`src/sv/bpj_pkg.sv`:
```
package bpj_pkg;

   localparam int CENTER_W  = 16;
   localparam int INV_W     = 27;
   localparam int FAR_W     = 16;
   localparam int COLOR_W   = 8;
   localparam int XY_W      = 23;
   localparam int CSR_W     = 27;
   localparam int CSR_IDX_W = 3;

   // The operand a of the wide product a * inv is split at this bit into two partial products.
   localparam int LO_SPLIT = 20;

   localparam logic [CENTER_W-1:0] CENTER_COL_RESET = 16'd5120;
   localparam logic [CENTER_W-1:0] CENTER_ROW_RESET = 16'd3840;
   localparam logic [INV_W-1:0]    INV_FOCAL_RESET  = 27'd7158278;
   localparam logic [FAR_W-1:0]    FAR_LIMIT_RESET  = 16'd65535;

   typedef enum logic [CSR_IDX_W-1:0] {
      CSR_CENTER_COL  = 3'd0,
      CSR_CENTER_ROW  = 3'd1,
      CSR_INV_FOCAL_X = 3'd2,
      CSR_INV_FOCAL_Y = 3'd3,
      CSR_FAR_LIMIT   = 3'd4
   } bpj_csr_type;

   // Load enables of the four pipeline stages.
   typedef struct packed {
      logic s1;
      logic s2;
      logic s3;
      logic s4;
   } bpj_stage_en_type;

endpackage

```
`src/sv/bpj_flow.sv`:
```
module bpj_flow (
   input  logic                       clock,
   input  logic                       reset,
   input  logic                       in_valid,
   input  logic                       keep,
   output logic                       in_ready,
   output logic                       out_valid,
   input  logic                       out_ready,
   output bpj_pkg::bpj_stage_en_type  stage_en
);
   import bpj_pkg::*;

   logic v1_ff, v2_ff, v3_ff, v4_ff;
   logic v1_in, v2_in, v3_in, v4_in;
   logic go1, go2, go3, go4;

   // A stage may load when it is empty or its word moves on in the same cycle.
   assign go4 = !v4_ff || out_ready;
   assign go3 = !v3_ff || go4;
   assign go2 = !v2_ff || go3;
   assign go1 = !v1_ff || go2;

   // Filtered pixels are accepted but never enter the pipeline.
   assign v1_in = go1 ? (in_valid && keep) : v1_ff;
   assign v2_in = go2 ? v1_ff : v2_ff;
   assign v3_in = go3 ? v2_ff : v3_ff;
   assign v4_in = go4 ? v3_ff : v4_ff;

   always_ff @(posedge clock) begin
      if (reset) begin
         v1_ff <= 1'b0;
         v2_ff <= 1'b0;
         v3_ff <= 1'b0;
         v4_ff <= 1'b0;
      end else begin
         v1_ff <= v1_in;
         v2_ff <= v2_in;
         v3_ff <= v3_in;
         v4_ff <= v4_in;
      end
   end

   assign in_ready    = go1;
   assign out_valid   = v4_ff;
   assign stage_en.s1 = go1;
   assign stage_en.s2 = go2;
   assign stage_en.s3 = go3;
   assign stage_en.s4 = go4;

`ifndef SYNTHESIS
   a_drop_filtered: assert property (@(posedge clock) disable iff (reset)
      (in_valid && go1 && !keep) |=> !v1_ff)
      else $error("filtered pixel entered the pipeline");

   a_stall_holds: assert property (@(posedge clock) disable iff (reset)
      (v3_ff && v4_ff && !out_ready) |=> (v3_ff && v4_ff))
      else $error("stalled word lost inside the pipeline");

   a_ready_only_full: assert property (@(posedge clock) disable iff (reset)
      !go1 |-> (v1_ff && v2_ff && v3_ff && v4_ff && !out_ready))
      else $error("input held off while the pipeline has room");

   a_advance: assert property (@(posedge clock) disable iff (reset)
      (v2_ff && go3) |=> v3_ff)
      else $error("word lost between stages two and three");
`endif

endmodule

```
`config.mk`:
```
export PLATFORM = sky130hd
export DESIGN_NAME = bpj_flow
export DESIGN_NICKNAME = d
export VERILOG_FILES = /design/src/sv/bpj_pkg.sv /design/src/sv/bpj_flow.sv
export SDC_FILE = /design/constraint.sdc
export NUM_CORES = 1
export LEC_CHECK = 0
export BUFFER_PORTS_ARGS = -buffer_cell sky130_fd_sc_hd__buf_2
export CORE_AREA = 2 2 39 41
export CTS_CLUSTER_DIAMETER = 150
export DETAILED_ROUTE_END_ITERATION = 7
export DIE_AREA = 0 0 41 43
export PLACE_DENSITY = 0.36
export SLEW_MARGIN = 10
export SYNTH_ARGS = -nofsm -noshare
export SYNTH_HDL_FRONTEND = slang
export SYNTH_SLANG_ARGS = --single-unit
```
`constraint.sdc`:
```
create_clock -name clock -period 1.45 [get_ports clock]
set_input_delay 0.0725 -clock clock [delete_from_list [all_inputs] [get_ports clock]]
set_output_delay 0.0725 -clock clock [all_outputs]
set_load 0.01 [all_outputs]
```
# After elaboration in Yosys (flattened, before gate mapping)
# Cells that the tools add are included.
word_totals:
  regBits: 4
  output_inout_bits: 6
  inputBits: 5
  wordCells: 13
op_classes:
  reduce_logical: 9
op_table:
  columns: ["op", "n"]
  rows:
  - ["1-bit zero test", 4]
  - ["1-bit logical OR", 4]
  - ["1-bit logical AND", 1]

# Logic depth before layout (Yosys ltp)
logic_depth:
  ltp_word: 5
  mapped_depth: 3
  depth_no_buf: 2

# Least setup slack after synthesis
# No wires, ideal clock.
synth_path:
  path_kind: "reg2out"
  start: "register v4_ff (netlist: out_valid)"
  end: "output port stage_en[3] (netlist name)"
  n_path_buf: 1
  arrival_ns: 0.990
  path_slack_ns: 0.387
  path_stages_with_launch: 4
  t_required_ns: 1.378
  path_cell_list: "dfxtp_1 nand4b_4 or2_1 buf_4"
synth_between:
  elab_chain_cells: 5
synth_rtl:
  columns: ["item", "line", "text"]
  rows:
  - ["start, declared", "bpj_flow.sv:13", "logic v1_ff, v2_ff, v3_ff, v4_ff;"]
  - ["start signal, assigned", "bpj_flow.sv:39", "v4_ff <= v4_in;"]
  - ["1-bit zero test", "bpj_flow.sv:18", "assign go4 = !v4_ff || out_ready;"]
  - ["1-bit logical OR", "bpj_flow.sv:18", null]
  - ["1-bit logical OR", "bpj_flow.sv:19", "assign go3 = !v3_ff || go4;"]
  - ["1-bit logical OR", "bpj_flow.sv:20", "assign go2 = !v2_ff || go3;"]
  - ["named net go2", "bpj_flow.sv:15", "logic go1, go2, go3, go4;"]
  - ["1-bit logical OR", "bpj_flow.sv:21", "assign go1 = !v1_ff || go2;"]
  - ["end, declared", "bpj_flow.sv:9", "output bpj_pkg::bpj_stage_en_type stage_en"]
# The timed path passes the listed nets, and every way through them passes these cells.

# Worst setup path in the final report
layout_path:
  start: "register v4_ff (netlist: out_valid)"
  end: "output port in_ready"
layout_between:
  elab_chain_cells: 5
layout_rtl:
  columns: ["item", "line", "text"]
  rows:
  - ["1-bit zero test", "bpj_flow.sv:18", null]
  - ["1-bit logical OR", "bpj_flow.sv:18", null]
  - ["1-bit logical OR", "bpj_flow.sv:19", null]
  - ["1-bit logical OR", "bpj_flow.sv:20", null]
  - ["1-bit logical OR", "bpj_flow.sv:21", null]
  - ["end, declared", "bpj_flow.sv:6", "output logic in_ready,"]
# Every way passes these cells.

==> results.py <==
metrics = {
    "logic_synthesis": {
        "syn_area_um2": 200,
        "ys_warn_count": 0,
        "ys_seq_area_share_pct": 40.0,
        "postSynthAreaPerCell_um2": 10.0,
        "syn_inst": 20,
        "synthTopCellsByArea": "dfxtp_1, buf_4, nand4b_4",
        "synth_nets": 25,
        "synth_cell_type_count": 9,
        "yosysTopAreaCell": "dfxtp_1",
        "ys_seq_elements": 4,
        "yosys.area.top_type_share_pct": 40.0,
    },
    "min_path": {
        "hold_class": "primary input to register",
        "worstHoldStart": "reset",
    },
    "timing": {
        "fmax_mhz": 814,
        "setup_viol": 0,
        "tightest_slew_ps": 173,
        "rsz0062_at_grt": "no",
        "drv_slew": 0,
        "finalHoldViolations": 0,
        "finalCritPeriodShare_pct": 84.7,
        "worst_slew_margin_rel_pct": 88.4,
        "clock_skew_ps": 3.12,
        "fin_setup_tns_ps": 0,
        "fin_ws_ps": 221,
        "post-route-min-period_ps": 1230,
    },
    "die": {
        "start_util_pct": 14.5,
        "fp.dieH_um": 43,
        "die-area_um2": 1760,
        "ioPinCount": 11,
        "die_width_um": 41,
        "num_rows": 14,
        "coreArea_um2": 1380,
    },
    "grt": {
        "grt_pass1_wl_um": 607,
        "grt_pass1_vias": 151,
        "track_usage_pct": 5.92,
        "grt_max_degree": 6,
        "grt.overflow.total": 0,
        "antenna_found_initial": 0,
    },
    "worst_setup_path": {
        "start_kind": "register",
        "worstPathArrival_ps": 1160,
        "required_ps": 1380,
        "crit_fanout": 4,
        "r2r-start": "out_valid",
        "startpoint": "out_valid",
        "worstSetupPathType": "register to primary output",
        "end_kind": "primary output",
    },
    "place": {
        "gp_congestion": 0.612,
        "place_hpwl_um": 278,
        "place_inst": 42,
        "port_buffers": 10,
        "pre_cts_ws_ps": 476,
    },
    "drt": {
        "met2_length_um": 123,
        "drtPass1Iterations": 1,
        "wl_met3_um": 59,
        "vias": 154,
        "maxUsedRoutingLayer": "met3",
        "drc": 0,
        "drt_iter0_drc": 0,
        "wire_per_inst_um": 7.84,
        "wl_um": 353,
        "final_antenna_net_count": 0,
        "wl_met1_um": 170,
        "vias_per_cell": 3.42,
    },
    "pwr": {
        "seq_power_share_pct": 42.8,
        "clkPwrFrac_pct": 51.7,
        "power_frac_comb_pct": 5.6,
        "p_int_uw": 214,
        "p_total_uw": 270,
        "peakVddDrop_v": 0.000405,
        "leakage_nw": 0.128,
        "power.density_nw_per_um2": 1030,
        "sw_frac_of_total_pct": 20.5,
        "p_switching_uw": 55.4,
    },
    "layout": {
        "drive_gt1_share_pct": 51.7,
        "diodes": 0,
        "postLayoutCoreUtil_pct": 19.0,
        "instances_no_fill": 45,
        "num-nets-final": 36,
        "area_delta_synth_final_pct": 31.3,
    },
    "cts": {
        "clkLatencyLatePin_ps": 230,
        "post_cts_buffers": 0,
        "cts_buffer_depth": 2,
        "cts_buffers": 3,
        "cts-root-buf": "clkbuf_4",
        "post_cts_resized": 0,
        "clock-sinks": 4,
        "hold_buffers": 0,
        "cts_tree": "done",
        "ctsHtreeMaxLevel": 1,
        "clkTransAtPathRegs_ps": 40,
    },
    "run_status": {
        "status": "finished clean",
    },
    "job": {
        "maxCapViolations": 0,
    },
}
-- per-stage QoR --
stage	hold WS, ps	area [µm²]
after floorplan	142	200
after global placement	297	240
after detailed placement	311	240
after CTS	59.5	263
after global routing	62.7	263
final	68.7	263
-- flip-flops by register name, summed over array words and instances, names as in the netlist --
signal	flops
out_valid	1
v1_ff	1
v2_ff	1
v3_ff	1
-- cell usage in the layout (no fill, tap or decap), drive strengths merged --
master / netlist / routed
dfxtp: 4 / 4
o31ai: 1 / 1
nand3b: 2 / 2
inv: 3 / 3
or2: 1 / 1
a21oi: 3 / 3
clkbuf: 0 / 3
buf: 4 / 10
nand4b: 1 / 1
nand2b: 1 / 1
-- kinds of logic after synthesis --
kind of cell	synth area share, %
AOI/OAI and AO/OA	13.7
DFF	40.0
buffers and inverters	20.6
and+or+nand+nor	25.6
-- final timing paths --
check | to | slack, ps | cells past startpoint
setup reg to reg | v1_ff | 650 | 2
hold reg to reg | v3_ff | 480 | 2
hold / removal | out_valid | 70 | 2
setup / recovery | in_ready | 220 | 3
-- final cells by class --
type	instances	area (µm²)
Multi-Input combinational cell	9	78.8
Timing Repair Buffer	10	50.0
Clock buffer	3	22.5
Inverter	3	11.3
Fill cell	156	1120
Tap cell	16	20.0
Sequential cell	4	80.1
-- cell usage after synthesis --
master and instances:
inv_1 3, or2_1 1, nand2b_1 1, dfxtp_1 4
nand3b_1 2, a21oi_1 3, buf_4 4, o31ai_2 1
nand4b_4 1
-- power groups by stage --
stage	clock network, mW	registers [mW]	logic, mW
global route	0.159	0.116	0.0168
finish	0.140	0.115	0.0150
CTS	0.147	0.115	0.0151
global placement	0	0.117	0.0143
floorplan	0	0.117	0.00655
detailed placement	0	0.117	0.0151
-- worst max-delay path, stage by stage (launching register included) --
cell and delay (ps):
dfxtp_1 400, nand4b_4 140, or2_1 240, buf_2 140
-- routing by layer --
layer,vias to the layer above,GRT usage [%]
li1,80,-
met2,11,6.56
met1,63,6.41
met4,0,2.00
met3,0,7.85
met5,-,0
No activity file was read; power rests on OpenSTA's default activity.
