===== src/sv/bpj_pkg.sv =====
package bpj_pkg;

   localparam int CENTER_W  = 16;
   localparam int INV_W     = 27;
   localparam int FAR_W     = 16;
   localparam int COLOR_W   = 8;
   localparam int XY_W      = 23;
   localparam int CSR_W     = 27;
   localparam int CSR_IDX_W = 3;

   // The operand a of the wide product a * inv is split at this bit into two partial products.
   localparam int LO_SPLIT = 20;

   localparam logic [CENTER_W-1:0] CENTER_COL_RESET = 16'd5120;
   localparam logic [CENTER_W-1:0] CENTER_ROW_RESET = 16'd3840;
   localparam logic [INV_W-1:0]    INV_FOCAL_RESET  = 27'd7158278;
   localparam logic [FAR_W-1:0]    FAR_LIMIT_RESET  = 16'd65535;

   typedef enum logic [CSR_IDX_W-1:0] {
      CSR_CENTER_COL  = 3'd0,
      CSR_CENTER_ROW  = 3'd1,
      CSR_INV_FOCAL_X = 3'd2,
      CSR_INV_FOCAL_Y = 3'd3,
      CSR_FAR_LIMIT   = 3'd4
   } bpj_csr_type;

   // Load enables of the four pipeline stages.
   typedef struct packed {
      logic s1;
      logic s2;
      logic s3;
      logic s4;
   } bpj_stage_en_type;

endpackage


===== src/sv/bpj_axis.sv =====
module bpj_axis #(
   parameter int COORD_BITS    = 12,
   parameter int DEPTH_BITS    = 16,
   parameter int INV_FRAC_BITS = 32
) (
   input  logic                             clock,
   input  bpj_pkg::bpj_stage_en_type        stage_en,
   input  logic [COORD_BITS-1:0]            pix,
   input  logic [bpj_pkg::CENTER_W-1:0]     center,
   input  logic [DEPTH_BITS-1:0]            depth,
   input  logic [bpj_pkg::INV_W-1:0]        inv_focal,
   output logic signed [bpj_pkg::XY_W-1:0]  coord
);
   import bpj_pkg::*;

   localparam int P16_W   = COORD_BITS + 4;
   localparam int DIFF_W  = (P16_W > CENTER_W) ? P16_W : CENTER_W;
   localparam int A_W     = DIFF_W + DEPTH_BITS;
   localparam int HI_W    = A_W - LO_SPLIT;
   localparam int PLO_W   = LO_SPLIT + INV_W;
   localparam int PHI_W   = HI_W + INV_W;
   localparam int T_W     = PHI_W + 1;
   localparam int SHIFT   = INV_FRAC_BITS - 16;
   localparam int RND_POS = INV_FRAC_BITS - 17;

   localparam logic [T_W-1:0] RND     = T_W'(1) << RND_POS;
   localparam logic [T_W-1:0] POS_MAX = (T_W'(1) << (XY_W - 1)) - T_W'(1);
   localparam logic [T_W-1:0] NEG_MAX = T_W'(1) << (XY_W - 1);

   logic [DIFF_W-1:0]     p16;
   logic [DIFF_W-1:0]     cen_ext;
   logic                  neg_in;
   logic [DIFF_W-1:0]     diff_in;
   logic [DIFF_W-1:0]     diff_ff;
   logic [DEPTH_BITS-1:0] depth_ff;
   logic                  neg1_ff;

   logic [A_W-1:0]        a_in;
   logic [A_W-1:0]        a_ff;
   logic                  neg2_ff;

   logic [PLO_W-1:0]      plo_in;
   logic [PHI_W-1:0]      phi_in;
   logic [PLO_W-1:0]      plo_ff;
   logic [PHI_W-1:0]      phi_ff;
   logic                  neg3_ff;

   logic [T_W-1:0]        t_sum;
   logic [T_W-1:0]        mag;
   logic [T_W-1:0]        mag_sat;
   logic [XY_W-1:0]       coord_in;
   logic [XY_W-1:0]       coord_ff;

   // Stage 1: signed offset from the principal point, kept as sign and magnitude.
   assign p16     = DIFF_W'({pix, 4'b0000});
   assign cen_ext = DIFF_W'(center);
   assign neg_in  = p16 < cen_ext;
   assign diff_in = neg_in ? (cen_ext - p16) : (p16 - cen_ext);

   always_ff @(posedge clock) begin
      if (stage_en.s1) begin
         diff_ff  <= diff_in;
         depth_ff <= depth;
         neg1_ff  <= neg_in;
      end
   end

   // Stage 2: offset times depth.
   assign a_in = A_W'(diff_ff) * A_W'(depth_ff);

   always_ff @(posedge clock) begin
      if (stage_en.s2) begin
         a_ff    <= a_in;
         neg2_ff <= neg1_ff;
      end
   end

   // Stage 3: the product with the inverse focal length in two partial products.
   assign plo_in = PLO_W'(a_ff[LO_SPLIT-1:0]) * PLO_W'(inv_focal);
   assign phi_in = PHI_W'(a_ff[A_W-1:LO_SPLIT]) * PHI_W'(inv_focal);

   always_ff @(posedge clock) begin
      if (stage_en.s3) begin
         plo_ff  <= plo_in;
         phi_ff  <= phi_in;
         neg3_ff <= neg2_ff;
      end
   end

   // Stage 4: recombine, round half away from zero, saturate and apply the sign.
   assign t_sum = T_W'(phi_ff) + T_W'(plo_ff[PLO_W-1:LO_SPLIT]) + RND;
   assign mag   = t_sum >> SHIFT;

   always_comb begin
      if (neg3_ff) begin
         mag_sat  = (mag > NEG_MAX) ? NEG_MAX : mag;
         coord_in = XY_W'(0) - mag_sat[XY_W-1:0];
      end else begin
         mag_sat  = (mag > POS_MAX) ? POS_MAX : mag;
         coord_in = mag_sat[XY_W-1:0];
      end
   end

   always_ff @(posedge clock) begin
      if (stage_en.s4) begin
         coord_ff <= coord_in;
      end
   end

   assign coord = signed'(coord_ff);

endmodule


===== config.mk =====
export PLATFORM = sky130hd
export DESIGN_NAME = bpj_axis
export DESIGN_NICKNAME = d
export VERILOG_FILES = /design/src/sv/bpj_pkg.sv /design/src/sv/bpj_axis.sv
export SDC_FILE = /design/constraint.sdc
export NUM_CORES = 2
export LEC_CHECK = 0
export BUFFER_PORTS_ARGS = -buffer_cell sky130_fd_sc_hd__buf_2
export CAP_MARGIN = 20
export CORE_MARGIN = 5
export CORE_UTILIZATION = 45
export CTS_BUF_LIST = sky130_fd_sc_hd__clkbuf_8
export DETAILED_ROUTE_END_ITERATION = 10
export GPL_TIMING_DRIVEN = 1
export SLEW_MARGIN = 20
export SYNTH_ARGS = -nofsm -noshare
export SYNTH_HDL_FRONTEND = slang
export SYNTH_SLANG_ARGS = --single-unit

===== constraint.sdc =====
create_clock -name clock -period 7 [get_ports clock]
set_input_delay 0.7 -clock clock [delete_from_list [all_inputs] [get_ports clock]]
set_output_delay 0.7 -clock clock [all_outputs]
set_load 0.02 [all_outputs]

# After elaboration in Yosys (flattened, before gate mapping)
# Index checks and enable logic that the tools add are counted.
op_classes:
  addsub: 5
  mul: 3
  n_lt_le_gt_ge: 3
  n_mux: 4
ops:
  columns: ["op", "count"]
  rows:
  - ["23-bit 2-to-1 mux", 3]
  - ["20-bit by 27-bit multiplier with 47-bit output", 1]
  - ["39-bit by 27-bit adder with 40-bit output", 1]
  - ["40-bit by 16-bit adder with 40-bit output (second input constant)", 1]
  - ["12-bit by 27-bit multiplier with 39-bit output", 1]
  - ["16-bit by 16-bit multiplier with 32-bit output", 1]
  - ["16-bit subtractor", 2]
  - ["24-bit by 22-bit greater-than comparator with 1-bit output (second input constant)", 1]
  - ["24-bit by 23-bit greater-than comparator with 1-bit output (second input constant)", 1]
  - ["1-bit by 23-bit subtractor with 23-bit output (first input constant)", 1]
  - ["16-bit less-than comparator", 1]
  - ["16-bit 2-to-1 mux", 1]
word_totals:
  regBits: 176
  inputBits: 76
  out_inout_bits: 23

# Longest topological paths before layout
depth:
  word_depth: 6
  depth_mapped: 30
  mapped_depth_nobuf: 28

# Worst setup path before layout
# OpenSTA, ideal clock, no wires.
synth_path:
  path_type: "input to register"
  startpoint: "input port inv_focal[14] in the netlist's numbering"
  endpoint: "register plo_ff[46] (data pin)"
  setup_ps: 260
  arrival_ps: 7276
  required_ps: 6740
  setup_slack_ps: -536
  path_stages: 25
  path_buffers: 1
  path_cell_list: "clkbuf_1 -> nand2_1 -> fa_1 -> fa_1 -> fa_1 -> inv_1 -> fa_1 -> fa_1 -> fa_1 -> inv_1 -> fa_1 -> inv_1 -> ha_1 -> a21o_1 -> a21o_1 -> a21o_1 -> a221o_1 -> a221o_1 -> a211o_1 -> a31oi_1 -> o21ai_0 -> and2_1 -> o21a_1 -> nor2_1 -> xnor2_1"
synth_between:
  elab_chain_len: 1
synth_lines:
  columns: ["element", "line", "rtl"]
  rows:
  - ["from (decl)", "bpj_axis.sv:11", "input logic [bpj_pkg::INV_W-1:0] inv_focal,"]
  - ["20-bit by 27-bit multiplier with 47-bit output", "bpj_axis.sv:79", "assign plo_in = PLO_W'(a_ff[LO_SPLIT-1:0]) * PLO_W'(inv_focal);"]
  - ["via plo_in[46]", "bpj_axis.sv:42", "logic [PLO_W-1:0] plo_in;"]
  - ["to (signal assigned)", "bpj_axis.sv:84", "plo_ff <= plo_in;"]
  - ["to (decl)", "bpj_axis.sv:44", "logic [PLO_W-1:0] plo_ff;"]
# The timed path passes the listed nets, and every way through them passes these cells.
# A chain may end at the register's enable or synchronous reset.

# Worst setup path in the final report
layout_path:
  startpoint: "register a_ff[8]"
  endpoint: "register plo_ff[46] (data pin)"
layout_between:
  elab_chain_len: 1
layout_lines:
  columns: ["element", "line", "rtl"]
  rows:
  - ["from (decl)", "bpj_axis.sv:39", "logic [A_W-1:0] a_ff;"]
  - ["from (signal assigned)", "bpj_axis.sv:73", "a_ff <= a_in;"]
  - ["20-bit by 27-bit multiplier with 47-bit output", "bpj_axis.sv:79", null]
  - ["via plo_in[46]", "bpj_axis.sv:42", null]
# The timed path passes the listed nets, and every way through them passes these cells.

==> results_dict.tcl <==
set metrics [dict create \
    run_status "finished with violations" \
    violated_checks "setup timing" \
    place.gp.congestion 0.893 \
    initialDrtViolationCount 1349 \
    critical_path.startpoint_type "flip-flop" \
    wl_per_cell_um 17.5 \
    worst_path_most_repeated_cell "fa_1" \
    rsz0062_at_grt "true" \
    top_ports 99 \
    final-max-slew-violation-count 0 \
    die_height_um 320 \
    critical-path-max-stage-delay_ns 0.56 \
    syn-cell-area_mm2 0.0432 \
    reg2regPathDepth 26 \
    cts_inserted_buffers 17 \
    synth.net_count 6053 \
    synth-warning-count 0 \
    die_w_um 320 \
    clock_root_buffer_master "clkbuf_8" \
    final.min_clock_period_ns 7.22 \
    maximum_number_of_pins_on_one_net_before_global_route_repair 68 \
    drv.max_cap_violation_count 0 \
    rows 113 \
    final_layout_size_suffix_gt1_frac 0.106 \
    drt-total-wl_mm 108 \
    timing.slew.headroom 0.380 \
    fin_worst_hold_slack_ns 0.283 \
    clkSinkCount 156 \
    finalWorstSetupSlack_ns -0.217 \
    global_route.overflow_total 0 \
    drt.antenna.violating_nets 0 \
    hold_path.startpoint "depth[13]" \
    fin_worst_skew_ns 0.0348 \
    timing_hold_violations_final 0 \
    worst_pin_slew_ns 0.930 \
    crit_required_ns 7.36 \
    layout.cells.most_common "inv_1" \
    clock_insertion_delay_worst_skew_ns 0.60 \
    worst_path_arrival_time_ns 7.57 \
    firstDrtPassIters 5 \
    synth-edff-count 156 \
    antenna_found_initial 6 \
    synth_top_area_cell "fa_1" \
    min_path_type "input pin to flip-flop" \
    critical_path_endpoint "plo_ff[46]$_DFFE_PP_" \
    core_area_mm2 0.0952 \
    syn_area_per_cell_um2 9.23 \
    final-setup-viol-count 12 \
    areaGrowthSynthToFinish_pct 10.2 \
    synth.distinct_cells 77 \
    netlist_instances 4675 \
    endpoint_of_the_worst_register_to_register_path "plo_ff[46]$_DFFE_PP_" \
    period_share 1.03 \
    worstPathMaxFanout 10 \
    most_used_cells_in_the_layout_excluding_fill_and_tap_cells "997 x inv_1, 881 x fa_1, 763 x nand2_1" \
    critPathLaunch "a_ff[8]$_DFFE_PP_" \
    grt_first_pass_wirelength_mm 178 \
    detailedPlacementHpwl_mm 92.3 \
    start_util 0.454 \
    seq_area_frac_synth 0.109 \
    die_area_mm2 0.102 \
    crit_type "flip-flop to flip-flop" \
    cts_tree "built" \
    routed-via-count 31537 \
    synth_top_flop_cell "edfxtp_1" \
    synth_top_area_share 0.413 \
    fillerInstances 8902 \
    final-seq-area_mm2 0.00468 \
    clock_tree.htree_level_count 4 \
    layout_nets 6255 \
    buffer_ports.inserted 98 \
    worst_r2r_startpoint "a_ff[8]$_DFFE_PP_" \
    route.detailed.drc 0 \
    groute.usage.overall 0.215 \
    crit_slowest_cell "fa_1" \
    maximum_root_to_sink_buffer_count 2 \
    worst-r2r-setup-slack_ns -0.22 \
    vias_per_cell 5.12 \
    grt_pass1_vias 33745 \
    area_taken_by_multi_input_logic_gates_mm2 0.0342 \
    clk_transition_reported_paths_ns 0.12 \
    end_kind "flip-flop" \
    synth.area.top_cells "fa_1 41%, ha_1 12%, edfxtp_1 11%" \
    max_freq_mhz 139 \
    ys_seq_elements 156 \
    synth-async-reset-ratio 0 \
]
[state kept, by name, summed over array words and instances, names as in the netlist]
signal,flops
neg3_ff,1
phi_ff,39
a_ff,32
diff_ff,16
depth_ff,16
coord,23
neg2_ff,1
neg1_ff,1
plo_ff,27
[routing by layer]
| layer | GRT usage | wire length (um) |
|---|---|---|
| met4 | 0.0552 | 2350 |
| met2 | 0.380 | 54200 |
| met5 | 0 | 13 |
| met3 | 0.0298 | 5110 |
| met1 | 0.281 | 46100 |
[kinds of logic after synthesis]
| group | synth area share |
|---|---|
| DFF | 0.109 |
| and+or+nand+nor | 0.161 |
| buffers and inverters | 0.106 |
| muxes | 0.00336 |
| xor gates and xnor gates | 0.0221 |
| adders and majority gates | 0.532 |
| AOI/OAI and AO/OA | 0.0671 |
[layout make-up]
cell class / count / share of cell area
multi-input cells: 3304 / 0.719
clock buffers: 17 / 0.00492
repair buffers: 399 / 0.0613
diodes: 3 / 0.000158
clock inverters: 15 / 0.00387
well taps: 1265 / 0.0333
flip-flops and latches: 156 / 0.0985
inverters: 999 / 0.0788
[per-stage QoR]
step | instances | util | setup slack (ns) | cell area (um2) | setup TNS [ns]
finish | 6158 | 0.500 | -0.217 | 47600 | -1.35
global route | 6156 | 0.500 | -0.417 | 47600 | -4.13
CTS | 6152 | 0.498 | -0.267 | 47400 | -1.38
detailed placement | 6113 | 0.492 | -0.837 | 46800 | -13.46
global placement | 6113 | 0.492 | -0.691 | 46800 | -9.97
floorplan | 4675 | - | -0.277 | 43300 | -0.779
[worst min path at each step]
stage | endpoint | slack, ns | cells past startpoint
6_report | depth_ff[13]$_DFFE_PP_ | 0.28 | 1
5_1_grt | depth_ff[15]$_DFFE_PP_ | 0.25 | 1
4_1_cts | depth_ff[15]$_DFFE_PP_ | 0.22 | 1
3_5_place_dp | neg2_ff$_DFFE_PP_ | 0.43 | 0
3_3_place_gp | neg2_ff$_DFFE_PP_ | 0.41 | 0
2_1_floorplan | neg2_ff$_DFFE_PP_ | 0.40 | 0
[worst max-delay path: cells and delay by family, from the launching register on]
kind | cells | cell delay, ns
buffers and inverters | 5 | 0.36
DFF | 1 | 0.42
xor gates and xnor gates | 1 | 0.07
adders and majority gates | 8 | 3.67
AOI/OAI and AO/OA | 9 | 2.05
and+or+nand+nor | 3 | 0.39
[synth_stat cells, types with 14 or more instances]
| library cell | instances |
|---|---|
| clkbuf_1 | 207 |
| o21bai_1 | 15 |
| a211oi_1 | 16 |
| and3_1 | 14 |
| nand2_1 | 767 |
| inv_1 | 999 |
| edfxtp_1 | 156 |
| xnor2_1 | 73 |
| nor2_1 | 81 |
| a21oi_1 | 102 |
| o21a_1 | 17 |
| xor2_1 | 36 |
| fa_1 | 890 |
| nor3_1 | 36 |
| nand2b_1 | 18 |
| a21o_1 | 67 |
| and2_1 | 443 |
| nand3_1 | 26 |
| a31oi_1 | 16 |
| o21ai_0 | 82 |
| nor2b_1 | 16 |
| nand4_1 | 16 |
| ha_1 | 412 |
[repair_timing]
action | CTS | global route
pin swaps | 12 | 19
hold buffers | 0 | 0
cloned | 0 | 0
buffers inserted | 7 | 3
resized for setup | 23 | 44
endpoints found under the hold margin | 0 | 0
endpoints found under the setup margin | 22 | 28
Power is left out: the tool's default activity adds up to more than one toggle a clock period on the data nets, which glitch-free logic cannot reach.
